### src/sv/cbd_pkg.sv
// ----------------------------------------------------------------------------
// cbd_pkg
// constants, target codes and decode struct of the cpu bus decoder
// ----------------------------------------------------------------------------
package cbd_pkg;

    // work ram index width, ram holds 2^RAM_ADDR_BITS bytes
    localparam int RAM_ADDR_BITS = 11;
    localparam int RAM_DEPTH     = 1 << RAM_ADDR_BITS;

    // target codes
    localparam logic [2:0] TGT_RAM  = 3'd0;
    localparam logic [2:0] TGT_PAD  = 3'd1;
    localparam logic [2:0] TGT_PPU  = 3'd2;
    localparam logic [2:0] TGT_APU  = 3'd3;
    localparam logic [2:0] TGT_CRAM = 3'd4;
    localparam logic [2:0] TGT_CPRG = 3'd5;
    localparam logic [2:0] TGT_NONE = 3'd6;

    // access kinds
    localparam logic OP_READ  = 1'b0;
    localparam logic OP_WRITE = 1'b1;

    // io register addresses
    localparam logic [15:0] ADDR_DMA  = 16'h4014;
    localparam logic [15:0] ADDR_SND  = 16'h4015;
    localparam logic [15:0] ADDR_PAD1 = 16'h4016;
    localparam logic [15:0] ADDR_PAD2 = 16'h4017;

    // region boundaries
    localparam logic [15:0] ADDR_PPU_BASE  = 16'h2000;
    localparam logic [15:0] ADDR_IO_BASE   = 16'h4000;
    localparam logic [15:0] ADDR_IO_END    = 16'h4020;
    localparam logic [15:0] ADDR_CRAM_BASE = 16'h6000;
    localparam logic [15:0] ADDR_CPRG_BASE = 16'h8000;

    // pad read open-bus bits
    localparam logic [7:0] PAD_OPEN_BUS = 8'h40;

    // sprite dma stall lengths
    localparam logic [9:0] DMA_STALL_ODD  = 10'd513;
    localparam logic [9:0] DMA_STALL_EVEN = 10'd514;

    // stream widths
    localparam int S_TDATA_W = 48;
    localparam int M_TDATA_W = 32;

    // per-access decode
    typedef struct packed {
        logic [2:0] target;
        logic       ram_access;
        logic       pad_one_rd;
        logic       pad_two_rd;
        logic       strobe_wr;
        logic       dma;
    } decode_t;

endpackage

### src/sv/cbd_decode.sv
// ----------------------------------------------------------------------------
// cbd_decode
// address map decode of one cpu bus access
// ----------------------------------------------------------------------------
module cbd_decode (
    input  logic            op,
    input  logic [15:0]     address,
    output cbd_pkg::decode_t dec
);

    // address map
    always_comb
    begin
        dec = '0;
        dec.target = cbd_pkg::TGT_NONE;
        if (address < cbd_pkg::ADDR_PPU_BASE)
        begin
            dec.target     = cbd_pkg::TGT_RAM;
            dec.ram_access = 1'b1;
        end
        else if (address < cbd_pkg::ADDR_IO_BASE)
        begin
            dec.target = cbd_pkg::TGT_PPU;
        end
        else if (address < cbd_pkg::ADDR_IO_END)
        begin
            if (op == cbd_pkg::OP_READ)
            begin
                // reads: only status and the two pad ports answer
                if (address == cbd_pkg::ADDR_SND)
                begin
                    dec.target = cbd_pkg::TGT_APU;
                end
                else if (address == cbd_pkg::ADDR_PAD1)
                begin
                    dec.target     = cbd_pkg::TGT_PAD;
                    dec.pad_one_rd = 1'b1;
                end
                else if (address == cbd_pkg::ADDR_PAD2)
                begin
                    dec.target     = cbd_pkg::TGT_PAD;
                    dec.pad_two_rd = 1'b1;
                end
            end
            else if (address == cbd_pkg::ADDR_DMA)
            begin
                dec.target = cbd_pkg::TGT_PPU;
                dec.dma    = 1'b1;
            end
            else if (address == cbd_pkg::ADDR_PAD1)
            begin
                dec.target    = cbd_pkg::TGT_PAD;
                dec.strobe_wr = 1'b1;
            end
            else if (address <= cbd_pkg::ADDR_PAD2)
            begin
                dec.target = cbd_pkg::TGT_APU;
            end
        end
        else if (address >= cbd_pkg::ADDR_CPRG_BASE)
        begin
            dec.target = cbd_pkg::TGT_CPRG;
        end
        else if (address >= cbd_pkg::ADDR_CRAM_BASE)
        begin
            dec.target = cbd_pkg::TGT_CRAM;
        end
    end

endmodule

### config.mk
export PLATFORM = sky130hd
export DESIGN_NAME = cbd_decode
export DESIGN_NICKNAME = d
export VERILOG_FILES = /design/src/sv/cbd_pkg.sv /design/src/sv/cbd_decode.sv
export SDC_FILE = /design/constraint.sdc
export NUM_CORES = 1
export LEC_CHECK = 0
export BUFFER_PORTS_ARGS = -buffer_cell sky130_fd_sc_hd__buf_2
export CAP_MARGIN = 40
export CORE_AREA = 2 2 39 41
export DETAILED_ROUTE_END_ITERATION = 8
export DIE_AREA = 0 0 41 43
export PLACE_DENSITY = 0.49
export SLEW_MARGIN = 40
export SYNTH_ARGS = -nofsm -noshare
export SYNTH_HDL_FRONTEND = slang
export SYNTH_SLANG_ARGS = --single-unit
### constraint.sdc
create_clock -name vclk -period 1.89
set_clock_uncertainty 0.15 [all_clocks]
set_input_delay 0.189 -clock vclk [all_inputs]
set_output_delay 0.189 -clock vclk [all_outputs]
set_load 0.02 [all_outputs]
---- Yosys cells after proc, flatten, opt, wreduce, memory -nomap -nowiden ----
Index checks and enable logic that the tools add are counted.
operators by class
  multiplexer cells ....................... 24
  order comparisons ....................... 6
  equal/unequal tests ..................... 4
operator list
  operator                count
  $eq A16 B15 Y1 const B  4
  $lt A16 B15 Y1 const B  2
  $mux W3                 10
  $ge A16 B15 Y1 const B  1
  $ge A16 B16 Y1 const B  1
  $le A16 B15 Y1 const B  1
  $lt A16 B14 Y1 const B  1
  $mux W4                 3
  $mux W2                 5
  $mux W1                 6
storage, ports and cells
  flip-flop bits (word level) ............. 0
  logic and storage cells ................. 34
  output and inout bits ................... 8

---- Depth between registers and ports, before layout ----
  depth in word-level cells ............... 8
  depth in mapped cells ................... 4

---- Worst setup path before layout ----
No wires, ideal clock.
  path type ............................... input port to output port
  from .................................... in address[10]
  to ...................................... out dec[3] in the netlist's numbering
  arrival ................................. 1.678 ns
  required time ........................... 1.551 ns
  setup slack ............................. -0.127 ns
  stages .................................. 4
  cells stage by stage .................... or4_4 > nor4_4 > nand2_2 > nor3_1
RTL lines
  what         RTL line         source
  from (decl)  cbd_decode.sv:7  input logic [15:0] address,
  to (decl)    cbd_decode.sv:8  output cbd_pkg::decode_t dec

==> impl_metrics.json <==
{
  "ys_types": 22,
  "wl_met3_um": 27,
  "crit_chain": "buf_6 -> or4_4 -> nor4_4 -> nand2_2 -> nor3b_2 -> buf_4",
  "synth_seq_area_share_pct": 0,
  "critPathArrivalTime_ps": 1540,
  "io_buffers": 25,
  "post-cts-setup-buffers": 0,
  "yosysWarnings": 0,
  "fmax_ghz": 0.532,
  "utilization_pct": 30.9,
  "cpPeakStageDelay_ps": 570,
  "end_kind": "output pin",
  "clock_buffers": 0,
  "cp_max_fo": 4,
  "tightest_slew_ps": 305,
  "startpoint_type": "input pin",
  "start_util_pct": 15.9,
  "cap_violations": 0,
  "drive_gt1_share_pct": 67.2,
  "finalHoldViolations": 0,
  "worstPathRequired_ps": 1550,
  "hp-class": "input pin to output pin",
  "grt_overflow": 0,
  "status": "finished clean",
  "grt_pass1_vias": 303,
  "vdd_drop_max_uv": 54.1,
  "drt_iter0_markers": 3,
  "place_congestion": 0.652,
  "synthCells": 30,
  "crit_buf_inv": 2,
  "via_count": 336,
  "die_y_um": 43,
  "antenna_found_initial": 0,
  "wl_met1_um": 281,
  "highest_layer": "met3",
  "p_per_area_nw_per_um2": 154,
  "final_nets": 77,
  "coreArea_sq_um": 1380,
  "die_w_um": 41,
  "fillers": 157,
  "final.period_utilization_pct": 99.4,
  "wl_met2_um": 404,
  "cts.hold.buffers_added": 0,
  "track_usage_pct": 9.29,
  "fin_crit_ps": 1880,
  "crit_type": "input pin to output pin",
  "syn_area_per_cell_sq_um": 7.34,
  "ios": 25,
  "antenna_left": 0,
  "seq_cells": 0,
  "grt_pass1_wl_um": 1250,
  "final_cell_area_sq_um": 428,
  "setup_violations": 0,
  "holdWs_ps": 555,
  "place_area_sq_um": 393,
  "wl_per_cell_um": 9.65,
  "multiInputGateArea_sq_um": 233,
  "die_area_sq_um": 1760,
  "slew_viol_final": 0,
  "regArea_sq_um": 0,
  "rows": 14,
  "p_leak_nw": 0.205,
  "synth_area_sq_um": 220,
  "synth_nets": 47,
  "slew_headroom_pct": 79.5,
  "wl_um": 714,
  "drt_drc_violations_left": 0,
  "place_hpwl_um": 615,
  "vias_per_cell": 4.54,
  "cp_top_family": "simple AND/OR/NAND/NOR gates",
  "grt_max_degree": 9,
  "drt-pass1-iter-count": 4,
  "cp_slowest_cell": "or4_4",
  "rsz0062_at_grt": "yes",
  "antenna_cells": 0,
  "areaGrowthSynthToFinish_pct": 94.3
}
-- per-layer routing --
metal	up-vias	GRT usage, %
met3	0	0
met5	-	0
met1	153	12.3
met4	0	0
met2	6	16.9
li1	177	-
-- cells in the final DEF (no fill, tap or decap) --
| cell | count |
|---|---|
| a22o_4 | 1 |
| nor3b_2 | 1 |
| or4_4 | 1 |
| or3_1 | 1 |
| nor2_1 | 2 |
| a31o_1 | 1 |
| nand2_1 | 2 |
| a31o_2 | 1 |
| o2bb2ai_1 | 1 |
| o31ai_1 | 1 |
| a21o_1 | 1 |
| and2_1 | 1 |
| mux2_2 | 1 |
| buf_4 | 6 |
| nor4_4 | 1 |
| nor3_2 | 2 |
| nand4b_1 | 1 |
| a211oi_2 | 1 |
| buf_2 | 20 |
| nor3_1 | 2 |
| or3_4 | 1 |
| nand2b_1 | 1 |
| a21oi_1 | 1 |
| inv_1 | 2 |
| nand3_1 | 2 |
| buf_6 | 2 |
| nand2_2 | 1 |
-- cells in the mapped netlist --
cell type  number  share of area, %
a211oi_1        1               3.4
a21o_1          1               3.4
a21oi_1         1               2.3
a22o_4          1               8.0
a31o_1          1               4.0
a31o_2          1               4.0
and2_1          1               2.8
inv_1           2               3.4
mux2_2          1               5.1
nand2_1         2               3.4
nand2_2         1               2.8
nand2b_1        1               2.8
nand3_1         2               4.5
nand4b_1        1               4.0
nor2_1          2               3.4
nor3_1          4               9.1
nor3b_2         1               5.7
nor4_4          1               9.7
o2bb2ai_1       1               4.0
o31ai_1         1               3.4
or3_1           2               5.7
or4_4           1               5.1
-- kinds of logic after synthesis --
kind of cell           after synthesis  synth area share (%)
buffers and inverters                2                  3.41
multiplexers                         1                  5.11
AND/OR/NAND/NOR                     19                  59.1
AO/OA/AOI/OAI                        8                  32.4
-- power by group --
part	internal (W)	switching, W
clock network	0	0
logic	0.0000341	0.0000317
registers	0	0
-- stage by stage --
step / instances / total power, W / setup slack [ps] / TNS, ps
after global routing: 74 / 0.0000726 / -80.4 / -192
after detailed placement: 74 / 0.0000619 / -148 / -649
final: 74 / 0.0000658 / 11.1 / 0
after CTS: 74 / 0.0000639 / 2.95 / 0
after floorplan: 30 / 0.0000270 / -6.44 / -6.44
after global placement: 74 / 0.0000617 / -130 / -580
-- cell type report --
cell class	instances	area share, %
multi-input combinational	28	54.4
tap	16	4.68
timing repair buffer	28	39.2
inverter	2	1.75
-- path summary, 6_finish.rpt --
kind                    start     end  slack [ps]  depth (start not counted)
setup / recovery  address[10]  dec[2]          10                          6
hold / removal     address[0]  dec[3]         560                          3
-- timing repair --
| action | CTS | global route |
|---|---|---|
| gates cloned | 0 | 0 |
| resized for setup | 3 | 5 |
| pin swaps | 2 | 1 |
| setup endpoints to repair | 6 | 5 |
No activity file was read; power rests on OpenSTA's default activity.
